<file path="config.mk">
export PLATFORM = sky130hd
export DESIGN_NAME = jia_div_stage
export DESIGN_NICKNAME = d
export VERILOG_FILES = /design/src/hdl/jia_pkg.sv /design/src/hdl/jia_div_stage.sv
export SDC_FILE = /design/constraint.sdc
export NUM_CORES = 1
export LEC_CHECK = 0
export BUFFER_PORTS_ARGS = -buffer_cell sky130_fd_sc_hd__buf_4
export CELL_PAD_IN_SITES_DETAIL_PLACEMENT = 2
export CELL_PAD_IN_SITES_GLOBAL_PLACEMENT = 2
export CORE_MARGIN = 1.5
export CORE_UTILIZATION = 31
export CTS_BUF_LIST = sky130_fd_sc_hd__clkbuf_4 sky130_fd_sc_hd__clkbuf_8 sky130_fd_sc_hd__clkbuf_16
export CTS_CLUSTER_DIAMETER = 30
export DETAILED_ROUTE_END_ITERATION = 12
export HOLD_SLACK_MARGIN = 0.1
export PLACE_DENSITY_LB_ADDON = 0.08
export SLEW_MARGIN = 20
export SYNTH_ARGS = -nofsm -noshare
export SYNTH_HDL_FRONTEND = slang
export SYNTH_SLANG_ARGS = --single-unit
</file>
<file path="constraint.sdc">
create_clock -name clk_i -period 1 [get_ports clk_i]
set_input_delay 0.2 -clock clk_i [delete_from_list [all_inputs] [get_ports clk_i]]
set_output_delay 0.2 -clock clk_i [all_outputs]
set_load 0.03 [all_outputs]
</file>
<file path="src/hdl/jia_pkg.sv">
// Shared types and codes for the Java-style integer ALU.
// Used by every module of the block; depends on nothing.
`timescale 1ns / 1ps
`default_nettype none
package jia_pkg;

  localparam int unsigned DivSteps = 64;

  typedef enum logic [5:0] {
    CMD_PASS  = 6'd0,  CMD_INEG  = 6'd1,  CMD_INOT  = 6'd2,  CMD_BNOT  = 6'd3,
    CMD_TZERO = 6'd4,  CMD_LNEG  = 6'd5,  CMD_LNOT  = 6'd6,  CMD_BAND  = 6'd7,
    CMD_BOR   = 6'd8,  CMD_IADD  = 6'd9,  CMD_ISUB  = 6'd10, CMD_IMUL  = 6'd11,
    CMD_IDIV  = 6'd12, CMD_IREM  = 6'd13, CMD_IAND  = 6'd14, CMD_IOR   = 6'd15,
    CMD_IXOR  = 6'd16, CMD_ISHL  = 6'd17, CMD_ISHR  = 6'd18, CMD_IUSHR = 6'd19,
    CMD_EQ    = 6'd20, CMD_NE    = 6'd21, CMD_LT    = 6'd22, CMD_GT    = 6'd23,
    CMD_LE    = 6'd24, CMD_GE    = 6'd25, CMD_LADD  = 6'd26, CMD_LSUB  = 6'd27,
    CMD_LMUL  = 6'd28, CMD_LDIV  = 6'd29, CMD_LREM  = 6'd30, CMD_LAND  = 6'd31,
    CMD_LOR   = 6'd32, CMD_LXOR  = 6'd33, CMD_LSHL  = 6'd34, CMD_LSHR  = 6'd35,
    CMD_LUSHR = 6'd36
  } cmd_e;

  typedef enum logic [1:0] {
    KIND_INT  = 2'd0,
    KIND_LONG = 2'd1,
    KIND_BOOL = 2'd2
  } kind_e;

  typedef enum logic [1:0] {
    ST_OK    = 2'd0,
    ST_BADOP = 2'd1,
    ST_DIV0  = 2'd2
  } status_e;

  typedef struct packed {
    logic [5:0]         cmd;
    logic signed [63:0] operand_a;
    logic signed [63:0] operand_b;
  } in_t;

  typedef struct packed {
    logic signed [63:0] value;
    logic [1:0]         kind;
    logic [1:0]         status;
  } out_t;

  typedef struct packed {
    logic [5:0]  cmd;
    logic [63:0] value;
    logic [1:0]  kind;
    logic [1:0]  status;
    logic        neg_q;
    logic        neg_r;
    logic [63:0] rem;
    logic [63:0] dvd;
    logic [63:0] dsr;
  } pipe_t;

endpackage
`default_nettype wire

</file>
<file path="src/hdl/jia_div_stage.sv">
// One registered step of the restoring divider; develops one quotient bit.
// Depends on jia_pkg for the pipeline beat type.
`timescale 1ns / 1ps
`default_nettype none
module jia_div_stage import jia_pkg::*; (
  input  wire logic  clk_i,
  input  wire logic  rst_ni,
  input  wire logic  en_i,
  input  wire logic  valid_i,
  input  wire pipe_t data_i,
  output logic       valid_o,
  output pipe_t      data_o
);

  logic  valid_q;
  pipe_t data_d, data_q;
  logic [64:0] trial;
  logic        ge;

  always_comb begin
    trial  = {data_i.rem, data_i.dvd[63]};
    ge     = trial >= {1'b0, data_i.dsr};
    data_d = data_i;
    data_d.dvd = {data_i.dvd[62:0], ge};
    if (ge) begin
      data_d.rem = 64'(trial - {1'b0, data_i.dsr});
    end else begin
      data_d.rem = trial[63:0];
    end
  end

  always_ff @(posedge clk_i or negedge rst_ni) begin
    if (!rst_ni) begin
      valid_q <= 1'b0;
    end else if (en_i) begin
      valid_q <= valid_i;
    end
  end

  always_ff @(posedge clk_i) begin
    if (en_i) begin
      data_q <= data_d;
    end
  end

  assign valid_o = valid_q;
  assign data_o  = data_q;

endmodule
`default_nettype wire

</file>
==> tab_implementation.tex, run 1 <==
\begin{tabular}{lr}
\hline
Metric & Value \\
\hline
\multicolumn{2}{l}{\textbf{Synth}} \\
Adder-cell share of the synthesized area & 6.20\% \\
Register area share after synthesis & 61.0\% \\
Mean Syn Cell Area & 13.2 um\^{}2 \\
Net Count, Synth & 1,343 \\
Post-synthesis simple-gate area fraction & 6.96\% \\
Synth warnings & 0 \\
Mapped cell area & 13,200 um\^{}2 \\
Post-synthesis cell type count & 56 \\
Multiplexer share of the synthesized area & 6.81\% \\
Main combinational cell family by area after synthesis & compound AO/OA/AOI/OAI gates \\
\#FFs+latches synth & 269 \\
Synth Instances & 1,006 \\
Share of synthesized registers carrying an async set or reset & 0.372\% \\
Fraction of synthesized cell area in xor and xnor cells & 3.84\% \\
Primary flip-flop cell chosen by synthesis mapping & sky130\_fd\_sc\_hd\_\_edfxtp\_1 \\
Share of the synthesized area in compound gates (AO/OA/AOI/OAI) & 11.7\% \\
Number of enable flip-flop cells after synthesis & 268 \\
\multicolumn{2}{l}{\textbf{Clock network}} \\
CTS HTree Levels & 3 \\
Clk sinks & 269 \\
Post-CTS setup repair buffer count & 35 \\
\# resized after CTS & 432 \\
CTS buffer count & 72 \\
Maximum number of buffers from clock root to sink & 3 \\
Cts-stage hold buffer count & 270 \\
Clock Tree Root & sky130\_fd\_sc\_hd\_\_clkbuf\_16 \\
\multicolumn{2}{l}{\textbf{Placed design}} \\
Final HPWL from detailed placement & 52,200 um \\
Cell count after placement & 2,373 \\
Routability Congestion & 0.934 \\
Port buffer count & 540 \\
\multicolumn{2}{l}{\textbf{Floorplan}} \\
Initial core utilization & 31.5\% \\
\# IOs & 541 \\
Die boundary height & 210 um \\
Standard-cell rows & 75 \\
Horizontal die dimension & 210 um \\
\multicolumn{2}{l}{\textbf{Outcome}} \\
Run-stopping error & [ERROR DPL-0033] detailed placement checks failed during check placement. \\
Stopping stage & 4\_1\_cts \\
Status & stopped before the end \\
\hline
\end{tabular}
logic make-up after synthesis:
family / Yosys count
muxes: 65
AOI/OAI and AO/OA: 240
DFF: 269
and+or+nand+nor: 198
buffers and inverters: 111
xor gates and xnor gates: 58
adders and majority gates: 65
cell usage after synthesis, drive strengths merged (3+ instances only):
master,instances,area [um^2]
edfxtp,268,8050
a21oi,88,440
inv,80,300
nand2,66,248
ha,64,801
mux2,62,871
nor2,49,184
o21ai,43,226
xnor2,32,280
a21o,31,233
xor2,26,228
clkbuf,23,86.3
nand4,22,138
o21bai,18,139
nor3,16,80.1
a31oi,11,90.1
nand3,11,55.1
o211ai,9,67.6
and3,8,50.1
buf,8,76.3
nand2b,7,43.8
nor2b,7,43.8
a211oi,6,50.1
o21a,6,45.0
o31ai,5,37.5
a311oi,4,35.0
or3,4,25.0
mux2i,3,30.0
nor4,3,18.8
o2111ai,3,26.3
o211a,3,30.0
stage by stage:
step	setup WS [ns]	util, %	area (um^2)
3_5_place_dp	-2.29	49.4	20800
2_1_floorplan	-1.83	-	13700
3_3_place_gp	-2.24	49.4	20800
==> run 2, diff against run 1 <==
Settings changed: CELL_PAD_IN_SITES_DETAIL_PLACEMENT 2 to not set, CELL_PAD_IN_SITES_GLOBAL_PLACEMENT 2 to not set, CORE_AREA set to 2 2 208 210, CORE_MARGIN 1.5 to not set, CORE_UTILIZATION 31 to not set, CTS_BUF_LIST sky130_fd_sc_hd__clkbuf_4 sky130_fd_sc_hd__clkbuf_8 sky130_fd_sc_hd__clkbuf_16 to not set, CTS_CLUSTER_DIAMETER 30 to not set, DIE_AREA set to 0 0 210 212, HOLD_SLACK_MARGIN 0.1 to not set, PLACE_DENSITY_LB_ADDON 0.08 to 0.15.
==> run 2 against run 1 <==
  * Synthesized cell count unchanged
  * Area after synthesis unchanged
  * The flow now finishes, with violations (setup timing)
==> tab_implementation.tex, run 2 <==
\begin{tabular}{lr}
\hline
Metric & Value \\
\hline
\multicolumn{2}{l}{\textbf{Worst setup path}} \\
Largest fanout of any net on the critical path & 8 \\
Data arrival at the endpoint of the critical path & 2.76 ns \\
Worst Path Class, Setup & input pin to flop \\
Launch point of the worst path & data\_i[26] \\
Category of the worst setup path capture point & flop \\
Startpoint Class & input pin \\
Required time reported for the critical path endpoint & 1.28 ns \\
FF-to-FF Start & valid\_o\$\_DFFE\_PN0P\_ \\
\multicolumn{2}{l}{\textbf{Global routing}} \\
Maximum number of pins on one net before global-route repair & 21 \\
Number of global-route vias before repair & 13.4k \\
Antenna violations before repair & 12 \\
Wire length of the first global-routing pass & 79,500 um \\
Overall fraction of global-route tracks in use & 23.7\% \\
Total global routing overflow & 0 \\
\multicolumn{2}{l}{\textbf{STA}} \\
Fraction of the cycle the final worst path needs & 249\% \\
Unrepaired setup endpoints after global routing & yes \\
Minimum period implied by the final worst setup slack & 2.49 ns \\
Final TNS setup & -167.26 ns \\
\# setup viols final & 334 \\
Post-route worst setup slack & -1.49 ns \\
Max frequency & 0.402 GHz \\
Number of endpoints with negative hold slack in the final report & 0 \\
Final clock skew & 0 ns \\
Max\_slew headroom & 71.1\% \\
Number of pins exceeding their max-slew limit in the final report & 0 \\
Slew at the pin closest to its max-slew limit & 0.429 ns \\
\multicolumn{2}{l}{\textbf{Final layout}} \\
Largest register FFs & 268 \\
Register Area & 8070 um\^{}2 \\
Multi-input gate area & 5680 um\^{}2 \\
Commonest non-fill, non-tap cells in the layout & sky130\_fd\_sc\_hd\_\_buf\_4, sky130\_fd\_sc\_hd\_\_buf\_6, sky130\_fd\_sc\_hd\_\_edfxtp\_1, sky130\_fd\_sc\_hd\_\_dlygate4sd3\_1, sky130\_fd\_sc\_hd\_\_inv\_1 \\
Final design utilization & 62.4\% \\
Layout overhead on the synthesized area & 100\% \\
Layout fillers & 3,323 \\
Proportion of layout cells with a drive suffix above 1 & 52.8\% \\
Most common cell after layout, fill and taps aside & sky130\_fd\_sc\_hd\_\_buf\_4 \\
Fin area & 26,500 um\^{}2 \\
Net count reported at finish & 2,493 \\
\multicolumn{2}{l}{\textbf{Power and ir drop}} \\
Pwr Density & 1530 nW/um\^{}2 \\
Switching power of the nets & 12.2 mW \\
Clock share of power & 31.0\% \\
Switching Fraction & 30.1\% \\
Combinational fraction of design power & 33.6\% \\
Internal & 28.3 mW \\
Fraction of power consumed by sequential logic & 35.4\% \\
Worst vdd rail ir drop & 1.05 mV \\
Total leakage power & 11.6 nW \\
\multicolumn{2}{l}{\textbf{Placed design}} \\
Placed instance area & 20,900 um\^{}2 \\
Setup Slack @ Placement & -2.43 ns \\
Final HPWL from detailed placement & 41,100 um \\
Routability Congestion & 0.893 \\
Port buffer count & 540 \\
\multicolumn{2}{l}{\textbf{Floorplan}} \\
Die boundary height & 212 um \\
Initial core utilization & 31.1\% \\
Total core area & 42,500 um\^{}2 \\
Horizontal die dimension & 210 um \\
\# IOs & 541 \\
Die area & 44,500 um\^{}2 \\
Standard-cell rows & 76 \\
\multicolumn{2}{l}{\textbf{Synth}} \\
Share of synthesized registers carrying an async set or reset & 0.372\% \\
Most used standard cells in the synthesized netlist & sky130\_fd\_sc\_hd\_\_edfxtp\_1, sky130\_fd\_sc\_hd\_\_a21oi\_1, sky130\_fd\_sc\_hd\_\_inv\_1, sky130\_fd\_sc\_hd\_\_nand2\_1, sky130\_fd\_sc\_hd\_\_ha\_1 \\
Mean Syn Cell Area & 13.2 um\^{}2 \\
Cell type contributing the most total cell area after synthesis & sky130\_fd\_sc\_hd\_\_edfxtp\_1 \\
Number of enable flip-flop cells after synthesis & 268 \\
Top-area cell type share of the netlist area & 60.8\% \\
Primary flip-flop cell chosen by synthesis mapping & sky130\_fd\_sc\_hd\_\_edfxtp\_1 \\
Synth warnings & 0 \\
Net Count, Synth & 1,343 \\
Leading cell types by total area after synthesis & sky130\_fd\_sc\_hd\_\_edfxtp\_1, sky130\_fd\_sc\_hd\_\_ha\_1, sky130\_fd\_sc\_hd\_\_mux2\_4 \\
Synth Instances & 1,006 \\
\#FFs+latches synth & 269 \\
Library cell with the highest instance count after synthesis & sky130\_fd\_sc\_hd\_\_edfxtp\_1 \\
Post-synthesis cell type count & 56 \\
Register area share after synthesis & 61.0\% \\
Mapped cell area & 13,200 um\^{}2 \\
\multicolumn{2}{l}{\textbf{Routing}} \\
Average wire per standard cell & 20.7 um \\
Total via count in the routed design & 12.8k \\
Number of antenna-violating nets in the routed design & 0 \\
Pre-antenna DRT Iters & 7 \\
Total Routed Length & 56,500 um \\
Ratio of routed vias to standard cells & 4.67 \\
Final routed DRC violation total & 0 \\
Number of DRC markers after the initial detailed-route iteration & 725 \\
\multicolumn{2}{l}{\textbf{Job}} \\
Count of maximum capacitance violations & 0 \\
\multicolumn{2}{l}{\textbf{Clock network}} \\
Clk sinks & 269 \\
Worst-skew pair later-pin latency & 0.54 ns \\
Maximum number of buffers from clock root to sink & 3 \\
CTS HTree Levels & 2 \\
Clock Tree Root & sky130\_fd\_sc\_hd\_\_clkbuf\_16 \\
CTS tree & yes \\
Worst-path clk slew & 0.06 ns \\
CTS buffer count & 34 \\
\multicolumn{2}{l}{\textbf{Outcome}} \\
Failing checks & setup timing \\
Status & complete, but fails checks \\
\multicolumn{2}{l}{\textbf{Hold path}} \\
Hold/Removal Path Class & input pin to flop \\
Launch instance of the worst min-delay path & data\_i[1] \\
\hline
\end{tabular}
run 2: power groups by stage:
stage	logic [mW]	clock network [mW]	registers, mW
floorplan	3.45	0	16.6
global placement	11.2	0	14.3
detailed placement	11.3	0	14.3
CTS	12.8	12.8	14.2
global route	14.4	13.3	14.5
finish	13.6	12.6	14.4
run 2: path summary, 6_finish.rpt:
kind	to	slack, ns	cells past startpoint
worst min-delay path	data_o[1]$_DFFE_PP_	0.04	3
max in group asynchronous	valid_o$_DFFE_PN0P_	0.39	3
worst max-delay path	data_o[132]$_DFFE_PP_	-1.49	16
min in group asynchronous	valid_o$_DFFE_PN0P_	0.51	3
worst min register to register	valid_o$_DFFE_PN0P_	0.55	1
worst max register to register	valid_o$_DFFE_PN0P_	0.23	1
run 2: worst max-delay path: stages:
cell and delay, ns:
sky130_fd_sc_hd__buf_8 0.10, sky130_fd_sc_hd__inv_4 0.05, sky130_fd_sc_hd__ha_4 0.21, sky130_fd_sc_hd__a21oi_4 0.21, sky130_fd_sc_hd__o21ai_2 0.08, sky130_fd_sc_hd__nor2_1 0.13
sky130_fd_sc_hd__o31ai_2 0.10, sky130_fd_sc_hd__a21oi_2 0.19, sky130_fd_sc_hd__o41ai_4 0.10, sky130_fd_sc_hd__buf_4 0.16, sky130_fd_sc_hd__a31oi_4 0.21, sky130_fd_sc_hd__o21ai_4 0.10
sky130_fd_sc_hd__a31oi_4 0.22, sky130_fd_sc_hd__buf_12 0.22, sky130_fd_sc_hd__buf_12 0.15, sky130_fd_sc_hd__mux2_2 0.33
run 2: cells by family (layout without fill, tap and decap cells):
family	Yosys count	in the layout	synth area share (%)
other	0	5	0
and+or+nand+nor	198	198	6.96
DFF	269	269	61.0
buffers and inverters	111	1286	3.50
muxes	65	65	6.81
adders and majority gates	65	65	6.20
xor gates and xnor gates	58	58	3.84
AOI/OAI and AO/OA	240	240	11.7
run 2: timing repair:
| item | in CTS | in global routing |
|---|---|---|
| resized for setup | 132 | 309 |
| hold buffers | 255 | 0 |
| buffers inserted | 13 | 11 |
| cloned | 4 | 1 |
| hold endpoints to repair | 254 | 0 |
| pin swaps | 6 | 54 |
| endpoints found under the setup margin | 334 | 334 |
run 2: layout make-up:
class | count | share of cell area, %
Clock inverter | 21 | 0.906
Tap cell | 546 | 2.58
Clock buffer | 40 | 3.37
Sequential cell | 269 | 30.4
Antenna cell | 5 | 0.0472
Inverter | 80 | 1.25
Timing Repair Buffer | 1145 | 40.0
Multi-Input combinational cell | 626 | 21.4
run 2: layer usage:
layer	share of wire, %	global-route usage (%)	vias up
li1	-	-	6085
met1	39	27.8	6150
met2	50	40.6	412
met3	6.5	6.59	97
met4	3.9	10.8	14
met5	0.17	0.111	-
run 2: stage by stage:
| stage | hold WS (ns) | instances | power (mW) |
|---|---|---|---|
| detailed placement | -0.0238 | 2388 | 25.6 |
| global route | 0.0104 | 2732 | 42.1 |
| floorplan | -0.0956 | 1006 | 20.1 |
| CTS | 0.00222 | 2720 | 39.8 |
| global placement | -0.0244 | 2388 | 25.6 |
| finish | 0.0374 | 2732 | 40.5 |
Note: power is estimated with default switching activity, not from simulation.
==> run 3, diff against run 2 <==
Settings changed: BUFFER_PORTS_ARGS -buffer_cell sky130_fd_sc_hd__buf_4 to -buffer_cell sky130_fd_sc_hd__buf_2.
==> run 3 against run 2 <==
  * The run still ends with setup timing left
  * Sequential share of layout area increased by 0.90 points
  * Worst setup slack got worse by 0.060 ns
  * Register-to-register slack about the same
  * Wire length decreased by 1.2%
  * Global-route usage increased by 0.45 points
  * Critical path depth decreased by 2
  * Clock-buffer cell count decreased by 3
  * Hold slack got worse by 0.0072 ns
  * Final cell count increased by 0.40%
  * Clock power decreased by 10%
  * Via count decreased by 0.30%
==> tab_implementation.tex, run 3 (same netlist as run 2, synthesis figures left out) <==
\begin{tabular}{lr}
\hline
Metric & Value \\
\hline
\multicolumn{2}{l}{\textbf{Final layout}} \\
Register Area & 8070 um\^{}2 \\
Commonest non-fill, non-tap cells in the layout & sky130\_fd\_sc\_hd\_\_buf\_4, sky130\_fd\_sc\_hd\_\_buf\_6, sky130\_fd\_sc\_hd\_\_edfxtp\_1, sky130\_fd\_sc\_hd\_\_dlygate4sd3\_1, sky130\_fd\_sc\_hd\_\_buf\_2 \\
Final instance count without filler cells & 2,743 \\
Multi-input gate area & 5500 um\^{}2 \\
Final design utilization & 60.6\% \\
Layout fillers & 3,420 \\
Most common cell after layout, fill and taps aside & sky130\_fd\_sc\_hd\_\_buf\_4 \\
Largest register FFs & 268 \\
Proportion of layout cells with a drive suffix above 1 & 51.8\% \\
Net count reported at finish & 2,504 \\
Layout overhead on the synthesized area & 94.6\% \\
\multicolumn{2}{l}{\textbf{STA}} \\
Number of endpoints with negative hold slack in the final report & 0 \\
Minimum period implied by the final worst setup slack & 2.55 ns \\
Fraction of the cycle the final worst path needs & 255\% \\
Slew at the pin closest to its max-slew limit & 0.456 ns \\
Post-route worst setup slack & -1.55 ns \\
Unrepaired setup endpoints after global routing & yes \\
Max\_slew headroom & 69.3\% \\
Final clock skew & 0 ns \\
\# setup viols final & 334 \\
Number of pins exceeding their max-slew limit in the final report & 0 \\
Max frequency & 0.392 GHz \\
\multicolumn{2}{l}{\textbf{Power and ir drop}} \\
Internal & 27.0 mW \\
Clock share of power & 29.0\% \\
Fraction of power consumed by sequential logic & 37.0\% \\
Total chip power & 38.9 mW \\
Switching Fraction & 30.5\% \\
Worst vdd rail ir drop & 1.38 mV \\
Total leakage power & 11.4 nW \\
Combinational fraction of design power & 34.1\% \\
Pwr Density & 1510 nW/um\^{}2 \\
Switching power of the nets & 11.9 mW \\
\multicolumn{2}{l}{\textbf{Global routing}} \\
Maximum number of pins on one net before global-route repair & 22 \\
Antenna violations before repair & 15 \\
Overall fraction of global-route tracks in use & 24.2\% \\
Wire length of the first global-routing pass & 81,500 um \\
Number of global-route vias before repair & 13.7k \\
Total global routing overflow & 0 \\
\multicolumn{2}{l}{\textbf{Clock network}} \\
CTS HTree Levels & 1 \\
Clock Tree Root & sky130\_fd\_sc\_hd\_\_clkbuf\_16 \\
Worst-path clk slew & 0.06 ns \\
Clk sinks & 269 \\
CTS buffer count & 31 \\
CTS tree & yes \\
Maximum number of buffers from clock root to sink & 3 \\
Worst-skew pair later-pin latency & 0.58 ns \\
\multicolumn{2}{l}{\textbf{Routing}} \\
Pre-antenna DRT Iters & 5 \\
Number of DRC markers after the initial detailed-route iteration & 648 \\
Total Routed Length & 55,800 um \\
Total via count in the routed design & 12.7k \\
Ratio of routed vias to standard cells & 4.64 \\
Number of antenna-violating nets in the routed design & 0 \\
Final routed DRC violation total & 0 \\
Average wire per standard cell & 20.3 um \\
\multicolumn{2}{l}{\textbf{Worst setup path}} \\
Category of the worst setup path capture point & flop \\
Combined buffer and inverter count along the critical path & 2 \\
Required time reported for the critical path endpoint & 1.34 ns \\
Largest fanout of any net on the critical path & 3 \\
Worst Path Class, Setup & input pin to flop \\
Cell type group with the largest total delay on the critical path & compound AO/OA/AOI/OAI gates \\
Slowest cell on the critical path & sky130\_fd\_sc\_hd\_\_fa\_2 \\
Largest stage delay, worst path & 0.39 ns \\
Crit-path cells & buf\_6 -> ha\_4 -> fa\_2 -> nand2b\_4 -> a211oi\_4 -> o21ai\_1 -> o211ai\_1 -> a21oi\_2 -> o211ai\_1 -> buf\_4 -> a21o\_1 -> a31oi\_1 -> xnor2\_1 -> mux2\_4 \\
Data arrival at the endpoint of the critical path & 2.88 ns \\
Startpoint Class & input pin \\
Dominant cell type by count on the critical path & sky130\_fd\_sc\_hd\_\_o211ai\_1 \\
\multicolumn{2}{l}{\textbf{Placed design}} \\
Port buffer count & 540 \\
Final HPWL from detailed placement & 40,800 um \\
Cell count after placement & 2,392 \\
Routability Congestion & 0.897 \\
Setup Slack @ Placement & -2.53 ns \\
\multicolumn{2}{l}{\textbf{Floorplan}} \\
Die boundary height & 212 um \\
Total core area & 42,500 um\^{}2 \\
Horizontal die dimension & 210 um \\
Standard-cell rows & 76 \\
Die area & 44,500 um\^{}2 \\
\# IOs & 541 \\
Initial core utilization & 31.1\% \\
\multicolumn{2}{l}{\textbf{Outcome}} \\
Failing checks & setup timing \\
Status & complete, but fails checks \\
\multicolumn{2}{l}{\textbf{Hold path}} \\
Hold/Removal Path Class & input pin to flop \\
\multicolumn{2}{l}{\textbf{Job}} \\
Count of maximum capacitance violations & 0 \\
\hline
\end{tabular}
==> run 3: cell count changes in the layout (fill, tap and decap cells not counted), moves of 8 or more <==
| cell | delta |
|---|---|
| sky130_fd_sc_hd__a21oi_2 | -8 |
| sky130_fd_sc_hd__buf_4 | -268 |
| sky130_fd_sc_hd__buf_6 | +23 |
| sky130_fd_sc_hd__mux2_2 | +14 |
| sky130_fd_sc_hd__a21oi_1 | +8 |
| sky130_fd_sc_hd__buf_2 | +257 |
| sky130_fd_sc_hd__mux2_4 | -14 |
==> run 3: timing repair <==
item                                   4_1_cts  5_1_grt
endpoints found under the hold margin      259        0
hold buffers                               258        0
setup buffers                               22        7
setup endpoints to repair                  334      334
pin swaps                                   28       25
gates cloned                                 6        0
gates resized for setup                    651       34
==> run 3: power by group through the flow <==
stage               registers, mW  clock network, mW  logic (mW)
floorplan                    16.6                  0        3.45
detailed placement           14.3                  0        10.3
CTS                          14.4               11.6        13.1
global route                 14.5               12.0        14.0
global placement             14.3                  0        10.3
finish                       14.4               11.3        13.2
==> run 3: path summary, 6_finish.rpt <==
check,from,end,slack (ns),depth (start not counted)
max,data_i[0],data_o[188]$_DFFE_PP_,-1.55,14
min,data_i[153],data_o[154]$_DFFE_PP_,0.03,3
max reg2reg,valid_o$_DFFE_PN0P_,valid_o$_DFFE_PN0P_,0.24,1
min reg2reg,valid_o$_DFFE_PN0P_,valid_o$_DFFE_PN0P_,0.55,1
max in group asynchronous,rst_ni,valid_o$_DFFE_PN0P_,0.44,3
min in group asynchronous,rst_ni,valid_o$_DFFE_PN0P_,0.45,3
==> run 3: final cells by class <==
class / instances / share of cell area (%)
Sequential cell: 269 / 31.3
Tap cell: 546 / 2.65
Timing Repair Buffer: 1159 / 39.5
Multi-Input combinational cell: 626 / 21.4
Clock buffer: 37 / 3.10
Antenna cell: 6 / 0.0583
Clock inverter: 20 / 0.758
Inverter: 80 / 1.25
==> run 3: metal layers <==
layer  vias to the layer above  global-route usage, %  part of all wire [%]  wire length (um)
met5                         -                      0                  0.22               123
met4                        18                   9.20                   3.8              2150
met3                       113                   6.09                   6.6              3690
met2                       401                   43.1                    50             27600
met1                      6091                   28.0                    40             22200
li1                       6097                      -                     -                 -
==> run 3: through the flow <==
stage	cell area, um^2	TNS, ns	hold slack (ns)
after detailed placement	19500	-147.05	-0.0213
after CTS	25600	-186.08	0.00111
final	25800	-179.45	0.0302
after floorplan	13700	-115.80	-0.0956
after global placement	19500	-144.97	-0.0248
after global routing	25800	-198.41	0.00970
